==> src/sv/bfc_pkg.sv <==
// types, widths and defaults shared by the frustum culling block
package bfc_pkg;

  localparam int FIELD_W = 16;  // width of a chunk coordinate field
  localparam int ENTRY_W = 32;  // matrix entry, signed q12.20
  localparam int COEF_W  = ENTRY_W + 1;  // plane coefficient, sum or difference of two entries

  localparam int DEF_CHUNK_WIDTH  = 16;
  localparam int DEF_CHUNK_DEPTH  = 16;
  localparam int DEF_CHUNK_HEIGHT = 256;
  localparam int DEF_COORD_BITS   = 16;

  localparam int NUM_PLANES = 6;

  localparam logic MODE_LOAD = 1'b0;
  localparam logic MODE_TEST = 1'b1;

  typedef struct packed {
    logic                       mode;
    logic [3:0]                 entry_index;
    logic signed [ENTRY_W-1:0]  entry_value;
    logic signed [FIELD_W-1:0]  chunk_x;
    logic signed [FIELD_W-1:0]  chunk_z;
    logic                       present;
  } item_t;

  typedef struct packed {
    logic                       visible;
    logic signed [FIELD_W-1:0]  tested_x;
    logic signed [FIELD_W-1:0]  tested_z;
  } result_t;

  // what travels from cell to cell each cycle
  typedef struct packed {
    logic                       valid;
    logic                       load;
    logic [3:0]                 entry_index;
    logic signed [ENTRY_W-1:0]  entry_value;
    logic signed [FIELD_W-1:0]  chunk_x;
    logic signed [FIELD_W-1:0]  chunk_z;
    logic                       visible;
  } tok_t;

endpackage

==> src/sv/bfc_cell.sv <==
// one plane cell: holds its matrix entries and plane, tests a box over three stages
module bfc_cell import bfc_pkg::*; #(
  parameter int PLANE        = 0,
  parameter int CHUNK_WIDTH  = DEF_CHUNK_WIDTH,
  parameter int CHUNK_DEPTH  = DEF_CHUNK_DEPTH,
  parameter int CHUNK_HEIGHT = DEF_CHUNK_HEIGHT,
  parameter int COORD_BITS   = DEF_COORD_BITS
) (
  input  logic clk,
  input  logic rst,
  input  logic en,
  input  tok_t up,
  output tok_t down
);

  localparam logic       MINUS = (PLANE % 2) != 0;
  localparam logic [1:0] ROWK  = 2'(PLANE / 2);
  localparam logic [1:0] ROW3  = 2'd3;

  localparam int SW   = COORD_BITS + 1;        // box corner in chunk units
  localparam int PW   = COEF_W + SW;
  localparam int WB   = $clog2(CHUNK_WIDTH + 1) + 1;
  localparam int DB   = $clog2(CHUNK_DEPTH + 1) + 1;
  localparam int HB   = $clog2(CHUNK_HEIGHT + 1) + 1;
  localparam int QXW  = PW + WB;
  localparam int QZW  = PW + DB;
  localparam int OFFW = COEF_W + HB + 1;
  localparam int MXW  = (QXW > QZW) ? ((QXW > OFFW) ? QXW : OFFW)
                                    : ((QZW > OFFW) ? QZW : OFFW);
  localparam int ACCW = MXW + 2;

  localparam logic signed [WB-1:0] W_C = WB'(CHUNK_WIDTH);
  localparam logic signed [DB-1:0] D_C = DB'(CHUNK_DEPTH);
  localparam logic signed [HB-1:0] H_C = HB'(CHUNK_HEIGHT);

  // e3 holds row 3 of each column, ek holds row k
  logic signed [ENTRY_W-1:0] e3 [4];
  logic signed [ENTRY_W-1:0] ek [4];
  logic signed [COEF_W-1:0]  coef [4];  // x, y, z normal and offset
  logic signed [ENTRY_W-1:0] e3_next [4];
  logic signed [ENTRY_W-1:0] ek_next [4];
  logic signed [COEF_W-1:0]  coef_next [4];
  logic signed [OFFW-1:0]    off;

  tok_t                  tok_b, tok_c, tok_d;
  tok_t                  tok_d_next;
  logic signed [PW-1:0]  px, pz;
  logic signed [QXW-1:0] qx;
  logic signed [QZW-1:0] qz;

  logic [1:0] col, row;
  logic       load_hit;

  logic signed [COORD_BITS-1:0] xc, zc;
  logic signed [SW-1:0]         xsel, zsel;
  logic                         nx_pos, ny_pos, nz_pos;
  logic signed [OFFW-1:0]       off_next;
  logic signed [ACCW-1:0]       acc;

  assign col      = up.entry_index[3:2];
  assign row      = up.entry_index[1:0];
  assign load_hit = up.valid && up.load;

  always_comb begin
    for (int c = 0; c < 4; c++) begin
      e3_next[c] = e3[c];
      ek_next[c] = ek[c];
      if (load_hit && col == 2'(c) && row == ROW3) begin
        e3_next[c] = up.entry_value;
      end
      if (load_hit && col == 2'(c) && row == ROWK) begin
        ek_next[c] = up.entry_value;
      end
      coef_next[c] = MINUS ? (COEF_W'(e3_next[c]) - COEF_W'(ek_next[c]))
                           : (COEF_W'(e3_next[c]) + COEF_W'(ek_next[c]));
    end
  end

  // coordinates are the low COORD_BITS of the field, zero-filled above it
  always_comb begin
    for (int i = 0; i < COORD_BITS; i++) begin
      xc[i] = (i < FIELD_W) ? up.chunk_x[i] : 1'b0;
      zc[i] = (i < FIELD_W) ? up.chunk_z[i] : 1'b0;
    end
  end

  assign nx_pos = !coef[0][COEF_W-1] && (coef[0] != '0);
  assign ny_pos = !coef[1][COEF_W-1] && (coef[1] != '0);
  assign nz_pos = !coef[2][COEF_W-1] && (coef[2] != '0);

  // positive normal component picks the far face of the box
  assign xsel = nx_pos ? (SW'(xc) + SW'(1)) : SW'(xc);
  assign zsel = nz_pos ? (SW'(zc) + SW'(1)) : SW'(zc);

  // height term is folded into the offset, refreshed as a load passes stage b
  assign off_next = OFFW'(coef[3])
                  + (ny_pos ? (OFFW'(coef[1]) * OFFW'(H_C)) : OFFW'(0));

  assign acc = ACCW'(qx) + ACCW'(qz) + ACCW'(off);

  always_comb begin
    tok_d_next = tok_c;
    if (tok_c.valid && !tok_c.load) begin
      tok_d_next.visible = tok_c.visible && !acc[ACCW-1];
    end
  end

  always_ff @(posedge clk) begin
    if (rst) begin
      for (int c = 0; c < 4; c++) begin
        e3[c]   <= '0;
        ek[c]   <= '0;
        coef[c] <= '0;
      end
      off   <= '0;
      tok_b <= '0;
      tok_c <= '0;
      tok_d <= '0;
    end else if (en) begin
      for (int c = 0; c < 4; c++) begin
        e3[c]   <= e3_next[c];
        ek[c]   <= ek_next[c];
        coef[c] <= coef_next[c];
      end
      if (tok_b.valid && tok_b.load) begin
        off <= off_next;
      end
      tok_b <= up;
      tok_c <= tok_b;
      tok_d <= tok_d_next;
    end
  end

  // datapath registers, no reset
  always_ff @(posedge clk) begin
    if (en) begin
      px <= PW'(coef[0]) * PW'(xsel);
      pz <= PW'(coef[2]) * PW'(zsel);
      qx <= QXW'(px) * QXW'(W_C);
      qz <= QZW'(pz) * QZW'(D_C);
    end
  end

  assign down = tok_d;

endmodule

==> config.mk <==
export PLATFORM = sky130hd
export DESIGN_NAME = bfc_cell
export DESIGN_NICKNAME = d
export VERILOG_FILES = /design/src/sv/bfc_pkg.sv /design/src/sv/bfc_cell.sv
export SDC_FILE = /design/constraint.sdc
export NUM_CORES = 2
export LEC_CHECK = 0
export ABC_AREA = 1
export BUFFER_PORTS_ARGS = -buffer_cell sky130_fd_sc_hd__clkbuf_2
export CAP_MARGIN = 20
export CORE_ASPECT_RATIO = 0.9
export CORE_MARGIN = 1
export CORE_UTILIZATION = 59
export CTS_CLUSTER_DIAMETER = 100
export CTS_CLUSTER_SIZE = 25
export DETAILED_ROUTE_END_ITERATION = 7
export GPL_TIMING_DRIVEN = 0
export HOLD_SLACK_MARGIN = 0.02
export PLACE_DENSITY_LB_ADDON = 0.2
export SYNTH_ARGS = -nofsm -noshare
export SYNTH_HDL_FRONTEND = slang
export SYNTH_SLANG_ARGS = --single-unit
==> constraint.sdc <==
create_clock -name clk -period 15.5 [get_ports clk]
set_input_delay 3.1 -clock clk [delete_from_list [all_inputs] [get_ports clk]]
set_output_delay 3.1 -clock clk [all_outputs]
set_load 0.03 [all_outputs]
==> impl_results.md <==
- Status: finished clean
- Antenna-violating nets left: 0
- Max Cap Violations: 0
- Slew of the pin with the lowest slew margin: about 1300 ps
- Worst setup startpoint: up[1]
- Worst slew margin: 0.158
- Met1 wire length: around 120 mm
- Sequential share of the synthesized area: 0.269
- Most used DFF post-synth: edfxtp_1
- IO buf count: approximately 140
- CP Class: in -> reg
- CTS tree: yes
- Number of core rows: 130
- DR WL/cell: 24.0 um
- Total CTS buffers: between 40 and 50
- EDFF count, synth: 584
- Largest net degree at the start of global routing: 117
- # setup viols final: 0
- Routed wl met3: 37.6 mm
- Path depth of the worst reg2reg path: 29
- Commonest non-fill, non-tap cells in the layout: 2200 x inv_1, 1422 x nand2_1, 1127 x fa_1
- Die width: 400 um
- RSZ-0062 raised after global routing: no
- Final WL: between 200 and 300 mm
- Seq cells post-synth: between 800 and 900
- H-tree Lvls: 2
- Storage cell area: 22600 um^2
- Syn nets: around 11000
- Vias in the first global route: approximately 68000
- Clk buf depth: 3
- Worst setup skew after layout: between 70 and 80 ps
- Synth async-reset ratio: 0
- Final global-route overflow total: 0
- # fillers: 12100
- Vias per cell: between 5 and 6
- Final Slew Violations: 0
- Count of cell types in the netlist: 67
- Commonest non-fill, non-tap cell in the layout: inv_1
- Crit share post-route: 0.677
- DIE HEIGHT: approximately 360 um
- Clock Tree Root: clkbuf_16
- Worst Path Required: ~16000 ps
- Detailed-route via count: between 60000 and 70000
- Crit. End Element: flip-flop
- Global Route Usage Sum: 0.395
- Area growth, synth to finish: 5.53%
- Initial drt markers: 8840
- Max Freq: 95.3 MHz
- Hold crit path type: reg -> reg
- Initial Util: 0.599
- Post-Syn Area: 84000 um^2
- Tmin final: approximately 10000 ps
- CTS clk-pin slew, worst paths: approximately 100 ps
- Reg-to-reg endpoint: px[45]
- CTS Hold Buffers Added: 0
- Crit-path slowest cell: o21ai_0
- Cells after synthesis: 9755
- Hold Vio Cnt, Final: 0
- Fraction of layout cells with a size suffix above 1: 0.0646
- WL met2: 116 mm
- Crit path arrival time: roughly 11000 ps
- Core area: between 100000 and 150000 um^2
- Startpoint types: input pin
- Top routing layer used: met4
- Critical path's largest stage delay: a little over 600 ps
- Initial antenna violation count: 4
- Gpl congestion: 1.05
- Clk sink count: approximately 840
- Mean Syn Cell Area: about 8.6 um^2
- Post-DP HPWL: between 200 and 250 mm
- Resized cells post-CTS: 0
- 1st-pass router iterations: 7
- Fin nets: between 10000 and 15000
- Area occupied by multi-input gates: 51200 um^2
- Global-route wire length before repair: 421 mm
- Yosys warns: 0
- Reg2Reg Setup Slack: 6600 ps
- Clk_lat worst skew: around 710 ps
- Boundary pin count: 145
- Die ar.: roughly 140000 um^2
- Worst setup endpoint: pz[49]
- CP Max Fanout: 10
- R2r startpoint: coef[0][29]
- Number of setup buffers added after CTS: 0
- Hold_ws: around 420 ps
- DRC viols: 0
## sequential cells by signal, indices dropped and copies added, names as in the netlist
| name | cells |
|---|---|
| qx | 50 |
| down | 71 |
| pz | 50 |
| qz | 50 |
| tok_c | 71 |
| off | 40 |
| e3 | 128 |
| ek | 128 |
| coef | 128 |
| tok_b | 71 |
| px | 50 |
## synth_stat cells (27+ instances only)
master	n	area, um^2
inv_1	2200	8260
nand2_1	1422	5340
fa_1	1127	22600
nor2_1	1038	3900
a21oi_1	608	3040
edfxtp_1	584	17500
ha_1	444	5560
o21ai_0	402	2010
dfxtp_1	253	5060
clkbuf_1	223	837
or2_2	193	1210
a211oi_1	189	1420
o22ai_1	134	838
nand3_1	124	621
xor2_1	101	885
buf_2	85	425
o21a_1	64	480
nand4_1	53	332
xnor2_1	51	447
nor3_1	47	235
a31oi_1	43	269
o21bai_1	42	315
a21o_1	39	293
inv_2	36	135
nor4_1	27	169
## area by class of cell
cell class,count,share of cell area
inverters,2247,0.0953
clock buffers,70,0.0135
plain buffers,361,0.0197
flip-flops and latches,837,0.255
diodes,2,0.0000564
clock inverters,8,0.00178
well taps,1848,0.0261
repair buffers,154,0.0110
multi-input cells,6310,0.578
## critical path, delay by kind of cell
family                     cells  cell delay (ps)
AOI/OAI and AO/OA              2              720
xor gates and xnor gates       2              330
adders and majority gates      8             3870
buffers and inverters          9             1120
and+or+nand+nor               10             1680
## worst min path at each step
stage / from / endpoint / slack, ps / depth (start not counted)
after global placement: px[29] / qx[33] / 400 / 0
after CTS: px[18] / qx[22] / 420 / 0
after global routing: px[18] / qx[22] / 420 / 0
final: pz[13] / qz[17] / 420 / 0
after floorplan: px[6] / qx[10] / 400 / 0
after detailed placement: px[7] / qx[11] / 400 / 0
## cells by family after synthesis
kind of cell,Yosys count,synth area share
fa+ha+maj,1571,0.335
simple gates,2969,0.146
buf+inv,2608,0.121
compound gates,1613,0.112
other cells,1,0.0000446
xor+xnor,156,0.0169
flops,837,0.269
## stage by stage
step / worst slack (ps) / area (um^2) / TNS [ps] / utilization / cells
2_1_floorplan: 462 / 84000 / 0 / - / 9755
3_3_place_gp: -8540 / 87100 / -3316680 / 0.620 / 11700
3_5_place_dp: 4520 / 87300 / 0 / 0.622 / 11800
4_1_cts: 5170 / 88600 / 0 / 0.632 / 11800
5_1_grt: 4610 / 88700 / 0 / 0.632 / 11800
6_report: 5010 / 88700 / 0 / 0.632 / 11800
## per-layer routing
layer | GRT usage | vias up
li1 | - | 30800
met1 | 0.571 | 33900
met2 | 0.551 | 4081
met3 | 0.122 | 617
met4 | 0.154 | 0
met5 | 0 | -
Power is not shown: default switching activity piles up to over one toggle a cycle in this logic, so the estimate is an artifact.
